===== config.mk =====
export PLATFORM = sky130hd
export DESIGN_NAME = three_rotor_substitution_cipher
export DESIGN_NICKNAME = d
export VERILOG_FILES = /design/src/rtl/rcs_pkg.sv /design/src/rtl/rcs_front.sv /design/src/rtl/rcs_queue.sv /design/src/rtl/rcs_back.sv /design/src/rtl/three_rotor_substitution_cipher.sv
export SDC_FILE = /design/constraint.sdc
export NUM_CORES = 1
export LEC_CHECK = 0
export ABC_AREA = 1
export BUFFER_PORTS_ARGS = -buffer_cell sky130_fd_sc_hd__buf_2
export CORE_MARGIN = 3
export CORE_UTILIZATION = 31
export CTS_CLUSTER_SIZE = 10
export DETAILED_ROUTE_END_ITERATION = 7
export SLEW_MARGIN = 10
export SYNTH_ARGS = -nofsm -noshare
export SYNTH_HDL_FRONTEND = slang
export SYNTH_SLANG_ARGS = --single-unit

===== constraint.sdc =====
create_clock -name i_clk -period 14.4 [get_ports i_clk]
set_clock_uncertainty 0.15 [all_clocks]
set_input_delay 1.44 -clock i_clk [delete_from_list [all_inputs] [get_ports i_clk]]
set_output_delay 1.44 -clock i_clk [all_outputs]
set_load 0.01 [all_outputs]

===== src/rtl/rcs_pkg.sv =====
// ----------------------------------------------------------------------------
// rcs_pkg
// Constants, rotor alphabets and lookup functions of the rotor cipher.
// ----------------------------------------------------------------------------
package rcs_pkg;

    localparam int ALPHA_SIZE        = 63;
    localparam int CARRY_PERIOD      = 27;
    localparam int QUEUE_DEPTH_DEF   = 2;

    localparam int PW = $clog2(ALPHA_SIZE + 1);   // position, with one code for absent
    localparam int CW = $clog2(CARRY_PERIOD);     // step count

    typedef logic [8*ALPHA_SIZE-1:0] t_rom;
    typedef logic [PW-1:0]           t_pos;
    typedef logic [CW-1:0]           t_cnt;

    // first character sits in the top byte
    localparam t_rom ROM_SMALL  =
        " EJOTYCHMReVFKPUZDINSXBGLQAWjotychmrwafkpuzdinsxbglqv0123456789";
    localparam t_rom ROM_MEDIUM =
        "2 5EJOTYLH6MRWAFGPUZDINSXBKCQV9ejot83ych0mrwafk7puzdi4nsxbglqv1";
    localparam t_rom ROM_LARGE  =
        "01 B2bdfh34ACEG5cegi6UWYjlJH789DFpnLNPRTVXZIKMOQSrtvxzakmoqsuwy";

    localparam t_pos POS_ABSENT = t_pos'(ALPHA_SIZE);

    // one queued transaction, classified by the front end
    typedef struct packed {
        logic        mode;
        logic [7:0]  ch;
        logic        start;
        t_pos        pos_small;
        logic        in_alpha;
    } t_entry;

    function automatic logic [7:0] rom_sym(input t_rom rom, input t_pos idx);
        return rom[8*(ALPHA_SIZE-1-int'(idx)) +: 8];
    endfunction

    // inverse table: position of a code in a base alphabet, or absent
    function automatic t_pos rom_pos(input t_rom rom, input logic [7:0] c);
        t_pos pos;
        logic hit;
        pos = POS_ABSENT;
        hit = 1'b0;
        for (int k = 0; k < ALPHA_SIZE; k++) begin
            if (!hit && rom[8*(ALPHA_SIZE-1-k) +: 8] == c) begin
                pos = t_pos'(k);
                hit = 1'b1;
            end
        end
        return pos;
    endfunction

    function automatic t_pos add_mod(input t_pos a, input t_pos b);
        logic [PW:0] s;
        s = {1'b0, a} + {1'b0, b};
        if (s >= (PW+1)'(ALPHA_SIZE)) begin
            s = s - (PW+1)'(ALPHA_SIZE);
        end
        return s[PW-1:0];
    endfunction

    function automatic t_pos sub_mod(input t_pos a, input t_pos b);
        logic [PW:0] s;
        if (a >= b) begin
            s = {1'b0, a} - {1'b0, b};
        end else begin
            s = {1'b0, a} + ((PW+1)'(ALPHA_SIZE) - {1'b0, b});
        end
        return s[PW-1:0];
    endfunction

endpackage


===== src/rtl/rcs_front.sv =====
// ----------------------------------------------------------------------------
// rcs_front
// Accepts characters and classifies them against the small rotor alphabet.
// ----------------------------------------------------------------------------
module rcs_front import rcs_pkg::*; (
    input  logic       i_rst_n,
    input  logic       i_valid,
    output logic       o_ready,
    input  logic       i_mode,
    input  logic [7:0] i_char_in,
    input  logic       i_message_start,
    input  logic       i_q_full,
    output logic       o_push,
    output t_entry     o_entry
);

    t_pos pos_small;

    assign pos_small = rom_pos(ROM_SMALL, i_char_in);

    // nothing is taken while reset is held
    assign o_ready = i_rst_n && !i_q_full;
    assign o_push  = i_valid && o_ready;

    assign o_entry.mode      = i_mode;
    assign o_entry.ch        = i_char_in;
    assign o_entry.start     = i_message_start;
    assign o_entry.pos_small = pos_small;
    assign o_entry.in_alpha  = (pos_small != POS_ABSENT);

endmodule


===== src/rtl/rcs_queue.sv =====
// ----------------------------------------------------------------------------
// rcs_queue
// Small register queue between the front end and the rotor datapath.
// ----------------------------------------------------------------------------
module rcs_queue import rcs_pkg::*; #(
    parameter int DEPTH = QUEUE_DEPTH_DEF
) (
    input  logic   i_clk,
    input  logic   i_rst_n,
    input  logic   i_push,
    input  t_entry i_entry,
    output logic   o_full,
    input  logic   i_pop,
    output logic   o_valid,
    output t_entry o_entry
);

    localparam int AW = (DEPTH > 1) ? $clog2(DEPTH) : 1;
    localparam int NW = $clog2(DEPTH + 1);

    t_entry        r_mem [DEPTH];
    logic [AW-1:0] r_wr_ptr, n_wr_ptr;
    logic [AW-1:0] r_rd_ptr, n_rd_ptr;
    logic [NW-1:0] r_count,  n_count;

    function automatic logic [AW-1:0] ptr_inc(input logic [AW-1:0] p);
        return (p == AW'(DEPTH - 1)) ? '0 : p + 1'b1;
    endfunction

    assign o_full  = (r_count == NW'(DEPTH));
    assign o_valid = (r_count != '0);
    assign o_entry = r_mem[r_rd_ptr];

    always_comb begin
        n_wr_ptr = i_push ? ptr_inc(r_wr_ptr) : r_wr_ptr;
        n_rd_ptr = i_pop  ? ptr_inc(r_rd_ptr) : r_rd_ptr;
        n_count  = r_count;
        if (i_push && !i_pop) begin
            n_count = r_count + 1'b1;
        end else if (!i_push && i_pop) begin
            n_count = r_count - 1'b1;
        end
    end

    always_ff @(posedge i_clk) begin
        if (!i_rst_n) begin
            r_wr_ptr <= '0;
            r_rd_ptr <= '0;
            r_count  <= '0;
        end else begin
            r_wr_ptr <= n_wr_ptr;
            r_rd_ptr <= n_rd_ptr;
            r_count  <= n_count;
        end
    end

    always_ff @(posedge i_clk) begin
        if (i_push) begin
            r_mem[r_wr_ptr] <= i_entry;
        end
    end

endmodule


===== src/rtl/rcs_back.sv =====
// ----------------------------------------------------------------------------
// rcs_back
// Rotor datapath: runs the substitution chain, steps the rotors and holds
// the output register.
// ----------------------------------------------------------------------------
module rcs_back import rcs_pkg::*; (
    input  logic       i_clk,
    input  logic       i_rst_n,
    input  logic       i_q_valid,
    input  t_entry     i_entry,
    output logic       o_pop,
    output logic       o_valid,
    input  logic       i_ready,
    output logic [7:0] o_char_out,
    output logic       o_passed_through
);

    t_pos r_small_off, n_small_off;
    t_cnt r_small_cnt, n_small_cnt;
    t_pos r_medium_off, n_medium_off;
    t_cnt r_medium_cnt, n_medium_cnt;
    t_pos r_large_off, n_large_off;

    logic       r_valid;
    logic [7:0] r_char_out, n_char_out;
    logic       r_passed,   n_passed;

    // offsets seen by this character, cleared at a message start
    t_pos so, mo, lo;
    t_cnt sc, mc;
    t_pos idx_i, idx_j, pos_m;
    logic [7:0] sym_m;
    logic ok;

    assign o_pop = i_q_valid && (!r_valid || i_ready);

    always_comb begin
        so = i_entry.start ? '0 : r_small_off;
        sc = i_entry.start ? '0 : r_small_cnt;
        mo = i_entry.start ? '0 : r_medium_off;
        mc = i_entry.start ? '0 : r_medium_cnt;
        lo = i_entry.start ? '0 : r_large_off;

        idx_i = sub_mod(i_entry.pos_small, so);
        if (i_entry.mode) begin
            sym_m = rom_sym(ROM_LARGE, add_mod(idx_i, lo));
            pos_m = rom_pos(ROM_MEDIUM, sym_m);
            idx_j = sub_mod(pos_m, mo);
        end else begin
            sym_m = rom_sym(ROM_MEDIUM, add_mod(idx_i, mo));
            pos_m = rom_pos(ROM_LARGE, sym_m);
            idx_j = sub_mod(pos_m, lo);
        end
        ok = i_entry.in_alpha && (pos_m != POS_ABSENT);

        n_small_off  = so;
        n_small_cnt  = sc;
        n_medium_off = mo;
        n_medium_cnt = mc;
        n_large_off  = lo;
        if (ok) begin
            n_char_out  = rom_sym(ROM_SMALL, add_mod(idx_j, so));
            n_passed    = 1'b0;
            n_small_off = add_mod(so, t_pos'(1));
            if (sc == t_cnt'(CARRY_PERIOD - 1)) begin
                n_small_cnt  = '0;
                n_medium_off = add_mod(mo, t_pos'(1));
                if (mc == t_cnt'(CARRY_PERIOD - 1)) begin
                    n_medium_cnt = '0;
                    n_large_off  = add_mod(lo, t_pos'(1));
                end else begin
                    n_medium_cnt = mc + 1'b1;
                end
            end else begin
                n_small_cnt = sc + 1'b1;
            end
        end else begin
            n_char_out = i_entry.ch;
            n_passed   = 1'b1;
        end
    end

    always_ff @(posedge i_clk) begin
        if (!i_rst_n) begin
            r_valid      <= 1'b0;
            r_small_off  <= '0;
            r_small_cnt  <= '0;
            r_medium_off <= '0;
            r_medium_cnt <= '0;
            r_large_off  <= '0;
        end else begin
            if (o_pop) begin
                r_valid      <= 1'b1;
                r_small_off  <= n_small_off;
                r_small_cnt  <= n_small_cnt;
                r_medium_off <= n_medium_off;
                r_medium_cnt <= n_medium_cnt;
                r_large_off  <= n_large_off;
            end else if (i_ready) begin
                r_valid <= 1'b0;
            end
        end
    end

    always_ff @(posedge i_clk) begin
        if (o_pop) begin
            r_char_out <= n_char_out;
            r_passed   <= n_passed;
        end
    end

    assign o_valid          = r_valid;
    assign o_char_out       = r_char_out;
    assign o_passed_through = r_passed;

endmodule


===== src/rtl/three_rotor_substitution_cipher.sv =====
// ----------------------------------------------------------------------------
// three_rotor_substitution_cipher
// Three-rotor character cipher with a decoupled front end and rotor datapath.
// ----------------------------------------------------------------------------
// Takes one character per cycle while the queue has room and returns one
// result per character, in order. An accepted character is written into the
// queue and then into the output register; the rotor chain (three alphabet
// lookups with modular offset adds) and the rotor stepping are combinational
// between the two, so the back end retires one character per cycle while its
// output register is empty or being read. A queue of QUEUE_DEPTH entries sits
// between the classifying front end and the datapath, and lets new characters
// be taken while a result still waits in the output register. Characters outside
// the 63-symbol alphabet come back unchanged with passed_through set and do not
// step the rotors; message_start clears all rotor offsets and step counts before its character is handled.
module three_rotor_substitution_cipher import rcs_pkg::*; #(
    parameter int QUEUE_DEPTH = QUEUE_DEPTH_DEF
) (
    input  logic       i_clk,
    input  logic       i_rst_n,
    input  logic       i_valid,
    output logic       o_ready,
    input  logic       i_mode,
    input  logic [7:0] i_char_in,
    input  logic       i_message_start,
    output logic       o_valid,
    input  logic       i_ready,
    output logic [7:0] o_char_out,
    output logic       o_passed_through
);

    t_entry front_entry, q_entry;
    logic   push, pop, q_full, q_valid;

    rcs_front u_front (
        .i_rst_n         (i_rst_n),
        .i_valid         (i_valid),
        .o_ready         (o_ready),
        .i_mode          (i_mode),
        .i_char_in       (i_char_in),
        .i_message_start (i_message_start),
        .i_q_full        (q_full),
        .o_push          (push),
        .o_entry         (front_entry)
    );

    rcs_queue #(
        .DEPTH (QUEUE_DEPTH)
    ) u_queue (
        .i_clk   (i_clk),
        .i_rst_n (i_rst_n),
        .i_push  (push),
        .i_entry (front_entry),
        .o_full  (q_full),
        .i_pop   (pop),
        .o_valid (q_valid),
        .o_entry (q_entry)
    );

    rcs_back u_back (
        .i_clk            (i_clk),
        .i_rst_n          (i_rst_n),
        .i_q_valid        (q_valid),
        .i_entry          (q_entry),
        .o_pop            (pop),
        .o_valid          (o_valid),
        .i_ready          (i_ready),
        .o_char_out       (o_char_out),
        .o_passed_through (o_passed_through)
    );

endmodule


* After elaboration in Yosys (flattened, before gate mapping)
Memories as Yosys holds them, arrays and structs flattened. A register that Yosys moved wholly into a read port is not among the register bits.
Cells that the tools add are included.
** Storage, ports and cells
- RAM bits :: 34
- Bits of input ports :: 14
- Memories :: 1
- Logic and storage cells :: 1177
- Bits in registers :: 42
- Output and inout bits :: 11
- Latch bits :: 0
- Memory bits (read-only) :: 0
** Cells by class
- Equal/unequal tests :: 194
- Order comparisons :: 9
- Reductions and logical operators :: 386
- Mux-type cells :: 543
- Shift operators :: 3
- $add $sub $neg :: 30
- Bitwise operators :: 0
- Div/mod/pow operators :: 0
- Multipliers :: 0
** Memories
- u_queue.r_mem :: depth 2, bits a word 17, rd ports 1, clocked after Yosys merged registers in 1, wr ports 1, RTL line rcs_queue.sv:21 : t_entry r_mem [DEPTH];
** Operators by type and width (number)
- indexed part select 504 x 32 -> 8 bit (first input constant) :: 3
- two-way mux 6 bit :: 214
- equality test 7 x 8 -> 1 bit (first input constant) :: 156
- two-way mux 1 bit :: 319
- equality test 6 x 8 -> 1 bit (first input constant) :: 33
- logical AND 1 bit :: 192
- logical NOT 1 bit :: 190
- greater-or-equal comparator 7 x 6 -> 1 bit (second input constant) :: 6
- subtractor 6 bit (second input constant) :: 6
- two-way mux 5 bit :: 7
- adder 6 x 1 -> 7 bit (second input constant) :: 3
- adder 6 x 6 -> 7 bit :: 3
- subtractor 6 x 6 -> 7 bit (first input constant) :: 3
- adder 6 bit :: 3
- greater-or-equal comparator 6 bit :: 3
- subtractor 6 bit :: 3
- subtractor 6 bit (first input constant) :: 3
- inequality test 6 bit (second input constant) :: 2
- adder 5 x 1 -> 5 bit (second input constant) :: 2
- equality test 5 bit (second input constant) :: 2
- two-way mux 8 bit :: 1
- nonzero test 2 bit :: 3
- two-way mux 2 bit :: 2
- adder 1 bit (second input constant) :: 2
- 4 further kinds :: 4

* Longest topological paths before layout
Gate-level depths: netlist (run 1).
- Depth in word-level cells :: 271
- Depth in mapped cells :: 102
- Mapped depth without buffers :: 101

* Cells and area by module
From an unflattened synthesis (run 1), not the netlist that was laid out.
** Second synthesis, totals
- Cells, all modules :: 2101
- Area total of the unflattened synthesis :: 12336.8 sq um
** Modules (own cells, without submodules)
- rcs_back :: seq. area each 850.8 sq um, instances 1, area each 9711.8 sq um, cells each 1786
- rcs_queue :: seq. area each 1121.1 sq um, instances 1, area each 1508.9 sq um, cells each 88
- rcs_front :: seq. area each 0.0 sq um, instances 1, area each 1116.1 sq um, cells each 227

* Worst setup path before layout (run 1)
Ideal clock, no wire load.
- Path kind :: reg2reg
- Start point :: register (tool-made name)
- End point :: register u_back.r_char_out[3], in the netlist u_back.o_char_out[3], data pin
- Data arrival time :: 12029 ps
- Setup time :: 264 ps
- Stages on the path, launching flop included :: 92
- Period minus slack after synthesis :: 12443 ps
- Path buffers :: 5
- Setup slack :: 1957 ps
- Required time :: 13986 ps
- Path through :: dfxtp_1 > inv_1 > nand2_1 > nand2_1 > inv_1 > clkbuf_1 > nand2_1 > inv_1 > ha_1 > fa_1 > inv_1 > a21oi_1 > o21ai_0 > a21oi_1 > o21bai_1 > xor2_1 > ha_1 > inv_1 > [56 not listed] > nand2_1 > inv_1 > a31oi_1 > o21ai_1 > xor2_1 > ha_1 > inv_1 > xor2_1 > inv_1 > clkbuf_1 > clkbuf_1 > nand2_1 > nor2_1 > nor3_1 > o21ai_0 > nand2_1 > o211ai_1 > o21ai_0
** RTL lines
- to (signal assigned) :: RTL line rcs_back.sv:107 : r_char_out <= n_char_out;
- to (decl) :: RTL line rcs_back.sv:25 : logic [7:0] r_char_out, n_char_out;

==> impl_metrics.toml, run 1 <==
[cells_and_area]
syn_to_final_growth_pct = 12.1
nNetsFinal = 2248
layout-drive-gt1-share = 0.113
final_core_util = 0.358
antenna_cells = 0
n_fill_cell = 4229

[floorplan]
row_count = 71
core_area_um2 = 38200
dieArea_um2 = 41700
die_x_um = 204
die_h_um = 204
initial_utilization = 0.319
ios = 25

[clocking]
cts-buffers-inserted = 9
clk_root_buffer_cell = "clkbuf_16"
insertion_delay_ns = 0.34
clk_pin_slew_worst_paths_ns = 0.06
cts_buffer_depth = 2
cts_tree = "built"
htreeDepth = 3
cts_num_sinks = 77
holdBufCountCts = 0

[critical_path]
cp_max_fo = 20
crit_path_end_kind = "flip-flop"
required_ns = 14.31
slowest_stage = "fa_1"
path_common_cell = "nor2_1"
critical_path_class = "flip-flop to flip-flop"
cp-start-kind = "flip-flop"
critPathMaxStageDelay_ns = 0.60
crit_family = "simple AND/OR/NAND/NOR gates"
path_buf_inv = 18
worstPathArrival_ns = 13.24

[global_route]
grt_max_degree = 44
grt_pass1_vias = 12424
antenna_found_initial = 0
overflow = 0
gr-usage-all-layers = 0.166
grt_first_pass_wirelength_um = 59700

[logic_synthesis]
synth_xor_area_frac = 0.0299
synth-compound-area-share = 0.130
ys_ff_latch = 77
synth_cell_type_count = 67
synth_enable_flop_cells = 43
syn_area_um2 = 12200
yosys.area_share.simple = 0.468
async_reset_ff_frac = 0
avgSynthCellArea_um2 = 5.70
synthesis.instances = 2139
ys_seq_area_frac = 0.162
synth_top_family_by_area = "simple AND/OR/NAND/NOR gates"
synthFlopType = "edfxtp_1"
synth_mux_area_frac = 0.00246
synth_adder_area_share = 0.0743
yosys_warnings = 0
mappedNetlistNets = 2220

[routing]
wl_per_cell_um = 13.6
first_pass_iters = 8
drc = 0
antenna_left = 0
drt_iter0_markers = 1231
routed_wl_um = 36500
dr_total_vias = 13985
via_per_inst = 5.21

[hold_path]
hp-start = "u_queue.r_rd_ptr"
hp-class = "flip-flop to flip-flop"

[placed_design]
port_buffers = 24
place.gp.congestion = 0.979
dp_hpwl_um = 27500

[timing]
min_period_ns = 13.34
final_max_slew_viol_count = 0
timing.slew.headroom = 0.320
finalHoldViolCount = 0
period_share = 0.926
fmax_mhz = 75.0
worst_slew_pin_slew_ns = 1.02
setup_viol = 0

[run]
max_cap_violations = 0

[run_status]
status = "finished, final reports clean"
cell usage in the layout, fill, tap and decap left out, types with 24 or more instances in the layout:
| cell | instances |
|---|---|
| nand4_1 | 102 |
| buf_4 | 39 |
| nand2_2 | 38 |
| xor2_1 | 27 |
| nand3_1 | 173 |
| nor2_1 | 323 |
| a21oi_1 | 93 |
| nor3_1 | 28 |
| ha_1 | 51 |
| nand2_1 | 525 |
| buf_2 | 24 |
| o21ai_0 | 82 |
| dfxtp_1 | 33 |
| inv_2 | 25 |
| inv_1 | 321 |
| edfxtp_1 | 43 |
per-layer routing:
metal | vias up | global-route usage | wire [um]
met5 | - | 0 | 0
met3 | 82 | 0.0142 | 1980
met4 | 0 | 0.0445 | 780
met2 | 531 | 0.272 | 16700
li1 | 7057 | - | -
met1 | 6315 | 0.235 | 17100
worst paths after layout:
check | end | slack, ns | depth (start not counted)
worst max-delay path | u_back.o_char_out[0] | 1.06 | 88
worst max register to register | u_back.o_char_out[0] | 1.06 | 88
worst min register to register | flip-flop | 0.30 | 1
worst min-delay path | flip-flop | 0.30 | 1
cell usage after synthesis (all sizes together), types with 5 or more instances:
library cell  number  area, um2
dfxtp             34        681
clkbuf            27        101
buf               23        186
or2                8       50.1
edfxtp            43       1290
fa                 9        180
ha                58        726
a21oi             98        509
xnor2              5       51.3
o2111ai            7       61.3
a31oi              9       68.8
inv              352       1320
xor2              34        313
o21ai            106        534
nor4              14        106
nand3b             5       37.5
nand3            190       1000
nor2             339       1320
nand4            102        638
o211ai            13        116
nor3              36        211
a211oi            10       75.1
nand2            574       2280
cell families (layout without fill, tap and decap cells):
family          Yosys count  in the layout
compound gates          270            270
xor+xnor                 39             39
fa+ha+maj                67             67
buf+inv                 406            437
flops                    77             77
mux                       3              3
simple gates           1277           1279
cell type report:
class	instances	area, um2	area share
Sequential cell	77	1970	0.144
Timing Repair inverter	1	5.00	0.000366
Timing Repair Buffer	64	428	0.0313
Clock inverter	7	121	0.00888
Inverter	356	1360	0.0992
Multi-Input combinational cell	1658	8920	0.653
Clock buffer	9	225	0.0165
Tap cell	511	639	0.0468
sequential cells by signal (all words and copies together), names as in the netlist, named ones only:
register / count
u_back.o_passed_through: 1
u_back.o_char_out: 8
u_queue.r_count: 2
u_back.o_valid: 1
u_queue.r_wr_ptr: 1
u_back.r_large_off: 6
u_back.r_medium_cnt: 5
u_queue.r_mem: 34
u_back.r_medium_off: 6
u_back.r_small_off: 6
u_queue.r_rd_ptr: 1
u_back.r_small_cnt: 5
through the flow:
step                setup TNS, ns  hold WS [ns]  instances  setup slack, ns  cell area [um2]
floorplan                       0         0.275       2139             1.96            12200
global placement                0         0.287       2634            0.414            12700
detailed placement              0         0.293       2634            0.170            12700
CTS                             0         0.300       2650           0.0969            13100
global route               -0.333         0.334       2683           -0.152            13700
finish                          0         0.300       2683             1.06            13700
what timing repair did:
action                                  4_1_cts  5_1_grt
buffers inserted                              0       30
endpoints found under the setup margin        0        7
gates resized for setup                       0       83
Power of run 1 is left out: the tool's default activity adds up to more than one toggle a clock period on the data nets, which glitch-free logic cannot reach.
==> run 2, diff against run 1 <==
--- a/config.mk
+++ b/config.mk
@@ -9,8 +9,10 @@
 export BUFFER_PORTS_ARGS = -buffer_cell sky130_fd_sc_hd__buf_2
 export CORE_MARGIN = 3
 export CORE_UTILIZATION = 31
+export CTS_BUF_LIST = sky130_fd_sc_hd__clkbuf_8
 export CTS_CLUSTER_SIZE = 10
 export DETAILED_ROUTE_END_ITERATION = 7
+export MAX_ROUTING_LAYER = met4
 export SLEW_MARGIN = 10
 export SYNTH_ARGS = -nofsm -noshare
 export SYNTH_HDL_FRONTEND = slang
==> constraint.sdc (replaced) <==
create_clock -name i_clk -period 14.4 [get_ports i_clk]
set_clock_uncertainty 0.15 [all_clocks]
set_input_delay 0.72 -clock i_clk [delete_from_list [all_inputs] [get_ports i_clk]]
set_output_delay 0.72 -clock i_clk [all_outputs]
set_load 0.01 [all_outputs]
==> run 2 against run 1 <==
Count of clock-buffer cells in the layout stayed put. Cell count is 0.41% lower. Non-clock buffer count decreased by 10. Core utilization fell by 0.54 points. Setup slack improved by 0.20 ns. Maximum frequency is 1.5% higher. Sequential share of layout area is 0.24 points higher. Critical path type unchanged. Largest cell class unchanged.
==> impl_metrics.toml, run 2 (synthesis gave the netlist of run 1 again) <==
[floorplan]
die_x_um = 204
die_h_um = 204
ios = 25
initial_utilization = 0.319
row_count = 71
dieArea_um2 = 41700
core_area_um2 = 38200

[routing]
routed_wl_um = 36300
drc = 0
first_pass_iters = 6
dr_total_vias = 13935
via_per_inst = 5.22
antenna_left = 0
wl_per_cell_um = 13.6
drt_iter0_markers = 1153

[cells_and_area]
nNetsFinal = 2237
layout_commonest_cell = "nand2_1"
final_area_um2 = 13500
mostFrequentLayoutCells = "nand2_1, inv_1, nor2_1"
antenna_cells = 0
layout-drive-gt1-share = 0.111
syn_to_final_growth_pct = 10.4
top_register = "u_queue.r_mem"
largest_reg_flops = 34

[timing]
fmax_mhz = 76.1
final_max_slew_viol_count = 0
timing.slew.headroom = 0.202
grt_setup_unrepaired = "true"
min_period_ns = 13.14
worst_slew_pin_slew_ns = 1.19
period_share = 0.912
timing.hold.ws_ns = 0.317
setup_tns_ns = 0
finalHoldViolCount = 0
setup_viol = 0

[global_route]
grt_pass1_vias = 12627
grt_first_pass_wirelength_um = 59300
gr-usage-all-layers = 0.170
grt_max_degree = 44
antenna_found_initial = 0
overflow = 0

[placed_design]
dpl_cell_area_um2 = 12700
place.gp.congestion = 1.00
dp_hpwl_um = 27400
port_buffers = 24

[run]
max_cap_violations = 0

[critical_path]
required_ns = 14.46
cp_max_fo = 18
crit_path_end_kind = "flip-flop"
worstPathArrival_ns = 13.19
slowest_stage = "dfxtp_4"
critPathMaxStageDelay_ns = 0.39
path_common_cell = "nor2_1"
critical_path_class = "flip-flop to flip-flop"
cp-start-kind = "flip-flop"

[clocking]
cts-buffers-inserted = 9
htreeDepth = 3
clk_pin_slew_worst_paths_ns = 0.08
clk_root_buffer_cell = "clkbuf_8"
cts_num_sinks = 77
insertion_delay_ns = 0.35
cts_tree = "built"
cts_buffer_depth = 2

[run_status]
status = "finished, final reports clean"

[hold_path]
hp-class = "flip-flop to flip-flop"
==> run 2: cell types whose count changed in the layout (fill, tap and decap cells not counted), sizes merged <==
cell / change
buf: -11
bufinv: -2
clkdlybuf4s15: +1
clkinv: +2
clkinvlp: -1
inv: +2
nand2: -2
==> run 2: path summary, 6_finish.rpt <==
kind               startpoint                    to  slack (ns)  depth (start not counted)
max                 flip-flop  u_back.o_char_out[1]        1.26                         91
min          u_queue.r_rd_ptr             flip-flop        0.32                          1
max reg2reg         flip-flop  u_back.o_char_out[1]        1.26                         91
min reg2reg  u_queue.r_rd_ptr             flip-flop        0.32                          1
==> run 2: worst max-delay path: cells and delay by family, from the launching register on <==
family,cells,cell delay [ns]
and+or+nand+nor,52,5.91
xor gates and xnor gates,4,0.90
buffers and inverters,12,1.34
DFF,1,0.39
AOI/OAI and AO/OA,16,2.42
adders and majority gates,7,1.86
==> run 2: metal layers <==
| metal | GRT usage | vias to the layer above | share of wire |
|---|---|---|---|
| met5 | - | - | 0 |
| met3 | 0.0167 | 47 | 0.052 |
| met1 | 0.230 | 6374 | 0.47 |
| li1 | - | 7037 | - |
| met2 | 0.276 | 477 | 0.47 |
| met4 | 0.0374 | 0 | 0.013 |
==> run 2: repair_timing <==
| action | CTS | global route |
|---|---|---|
| setup endpoints to repair | 0 | 7 |
| resized for setup | 0 | 89 |
| hold buffers | 0 | 0 |
| buffers inserted | 0 | 19 |
==> run 2: area by class of cell <==
cell class	count	area, um2
clock buffers	9	124
fillers	4229	24700
repair inverters	2	15.0
flip-flops and latches	77	1980
repair buffers	54	357
clock inverters	7	60.1
well taps	511	639
multi-input cells	1656	8940
inverters	356	1350
==> run 2: through the flow <==
step | utilization | std cells | setup WS [ns]
global route | 0.352 | 2672 | -0.122
global placement | 0.334 | 2634 | 0.325
detailed placement | 0.334 | 2634 | 0.187
finish | 0.352 | 2672 | 1.26
CTS | 0.338 | 2650 | 0.149
floorplan | - | 2139 | 1.96
Power of run 2 is left out for the same reason.
==> run 3, diff against run 2 <==
--- a/config.mk
+++ b/config.mk
@@ -7,6 +7,7 @@
 export LEC_CHECK = 0
 export ABC_AREA = 1
 export BUFFER_PORTS_ARGS = -buffer_cell sky130_fd_sc_hd__buf_2
+export CORE_ASPECT_RATIO = 1.5
 export CORE_MARGIN = 3
 export CORE_UTILIZATION = 31
 export CTS_BUF_LIST = sky130_fd_sc_hd__clkbuf_8
@@ -16,4 +17,5 @@
 export SLEW_MARGIN = 10
 export SYNTH_ARGS = -nofsm -noshare
 export SYNTH_HDL_FRONTEND = slang
+export SYNTH_HIERARCHICAL = 1
 export SYNTH_SLANG_ARGS = --single-unit
==> run 3 against run 2 <==
Design area shrank 0.74%. Flip-flop and latch count is the same. Synthesized cell count shrank 1.8%. Register-to-register slack lost 0.30 ns. Die area grew 1.3%. Maximum frequency shrank 2.2%. Setup slack lost 0.30 ns. Global-route usage grew 0.42 points. Count of clock-buffer cells in the layout is the same. Hold slack lost 0.0010 ns.
==> impl_metrics.toml, run 3 <==
[cells_and_area]
syn_to_final_growth_pct = 8.28
layout-drive-gt1-share = 0.128
final_area_um2 = 13400
largest_reg_flops = 34
mostFrequentLayoutCells = "nand2_1, nor2_1, inv_1"
nNetsFinal = 2191
n_fill_cell = 4265
top_register = "u_queue/r_mem"
layout_commonest_cell = "nand2_1"
instances_no_fill = 2612

[global_route]
gr-usage-all-layers = 0.174
antenna_found_initial = 1
overflow = 0
grt_pass1_vias = 12706
grt_max_degree = 30
grt_first_pass_wirelength_um = 60500

[logic_synthesis]
synthFlopType = "edfxtp_1"
synth.most_common_cell = "nand2_1"
synth_cell_type_count = 68
async_reset_ff_frac = 0
ys_seq_area_frac = 0.160
ys_ff_latch = 77
mappedNetlistNets = 2181
yosysTopAreaCell = "nand2_1"
synth_enable_flop_cells = 43
avgSynthCellArea_um2 = 5.87
yosys_warnings = 6
synth_top_cell_area_share = 0.146
yosys-top-cells-count = "nand2_1, nor2_1, inv_1"
synthesis.instances = 2101
synthTopCellsByArea = "nand2_1, edfxtp_1, nor2_1, inv_1, nand3_1"
syn_area_um2 = 12300

[critical_path]
path_buf_inv = 8
critPathMaxStageDelay_ns = 0.49
cp-start-kind = "flip-flop"
crit_end = "u_back/o_char_out[0]"
worst-path-stages = 70
critical_path_class = "flip-flop to flip-flop"
rr_worst_depth = 70
cp_max_fo = 23
slowest_stage = "fa_1"
reg2reg_slack_ns = 0.96
path_common_cell = "nor2_1"
rr_endpoint = "u_back/o_char_out[0]"
crit_path_end_kind = "flip-flop"
crit_family = "simple AND/OR/NAND/NOR gates"
required_ns = 14.38
worstPathArrival_ns = 13.42

[placed_design]
place.gp.congestion = 0.989
placed_cells_incl_taps = 2577
dpl_cell_area_um2 = 12800
dp_hpwl_um = 29600
port_buffers = 24

[routing]
via_per_inst = 5.20
drc = 0
first_pass_iters = 7
antenna_left = 0
dr_total_vias = 13584
drt_iter0_markers = 814
wl_per_cell_um = 14.4
routed_wl_um = 37700

[timing]
setup_viol = 0
final_max_slew_viol_count = 0
finalHoldViolCount = 0
fmax_mhz = 74.4
period_share = 0.933
min_period_ns = 13.44
timing.slew.headroom = 0.363
worst_slew_pin_slew_ns = 0.953

[clocking]
cts_buffer_depth = 2
cts_num_sinks = 77
htreeDepth = 3
cts_tree = "built"
cts-buffers-inserted = 9
clk_root_buffer_cell = "clkbuf_8"
clk_pin_slew_worst_paths_ns = 0.08
insertion_delay_ns = 0.37
holdBufCountCts = 0

[run]
max_cap_violations = 0

[hold_path]
hp-class = "flip-flop to flip-flop"

[floorplan]
die_x_um = 169
core_area_um2 = 38900
ios = 25
row_count = 88
initial_utilization = 0.317
dieArea_um2 = 42300
die_h_um = 250

[run_status]
status = "finished, final reports clean"
[run 3: cell count changes after synthesis, moves of 8 or more]
cell,delta
nand2_1,-58
o21ai_0,-29
buf_4,+15
inv_1,-13
nand2_2,+13
clkbuf_1,-10
mux2_4,+10
nor3_1,+9
xor2_1,-9
nor2_2,+8
[run 3: area by class of cell]
cell class	instances	area, um2	area share
Multi-Input combinational cell	1612	8850	0.662
Sequential cell	77	1970	0.148
Inverter	357	1350	0.101
Tap cell	495	619	0.0464
Timing Repair Buffer	54	358	0.0268
Clock buffer	9	124	0.00927
Clock inverter	7	83.8	0.00628
Antenna cell	1	2.50	0.000187
[run 3: per-layer routing]
metal,up-vias,part of all wire,track usage
met5,-,0,-
met4,0,0.059,0.100
met3,152,0.036,0.0133
met2,444,0.52,0.318
met1,6116,0.39,0.182
li1,6872,-,-
[run 3: cell families (layout without fill, tap and decap cells)]
group	after synthesis	in the layout	synth area share
buffers and inverters	413	427	0.141
xor gates and xnor gates	33	33	0.0262
DFF	77	77	0.160
other	0	1	0
AOI/OAI and AO/OA	232	232	0.112
muxes	18	19	0.0194
and+or+nand+nor	1262	1262	0.470
adders and majority gates	66	66	0.0724
[run 3: through the flow]
| step | setup TNS, ns | hold WS, ns | worst slack [ns] | utilization |
|---|---|---|---|---|
| 6_report | 0 | 0.316 | 0.960 | 0.344 |
| 5_1_grt | -0.102 | 0.332 | -0.0592 | 0.344 |
| 4_1_cts | 0 | 0.318 | 0.319 | 0.334 |
| 3_5_place_dp | 0 | 0.305 | 0.378 | 0.329 |
| 3_3_place_gp | 0 | 0.302 | 0.644 | 0.329 |
| 2_1_floorplan | 0 | 0.295 | 1.43 | - |
[run 3: how the worst min path moves through the flow]
stage                                 startpoint                      to  slack (ns)  cells past startpoint
after CTS                 u_back/r_medium_off[1]  u_back/r_medium_off[1]        0.32                      2
after detailed placement  u_back/r_medium_off[1]  u_back/r_medium_off[1]        0.31                      2
final                      u_back/r_small_cnt[2]   u_back/r_small_cnt[2]        0.32                      2
after global routing      u_back/r_medium_cnt[3]  u_back/r_medium_cnt[3]        0.33                      2
after floorplan            u_back/r_large_off[4]   u_back/r_large_off[4]        0.30                      2
after global placement     u_back/r_small_cnt[4]   u_back/r_small_cnt[4]        0.30                      2
[run 3: worst reg2reg max path, delay by kind of cell (launching register included)]
family	cells	cell delay (ns)
buffers and inverters	8	1.35
adders and majority gates	7	2.38
muxes	1	0.40
xor gates and xnor gates	4	0.79
AOI/OAI and AO/OA	18	3.41
DFF	1	0.41
and+or+nand+nor	32	4.32
[run 3: timing repair]
item,4_1_cts,5_1_grt
buffers inserted,0,17
endpoints found under the setup margin,0,7
gates resized for setup,0,60
Power of run 3 is left out for the same reason.
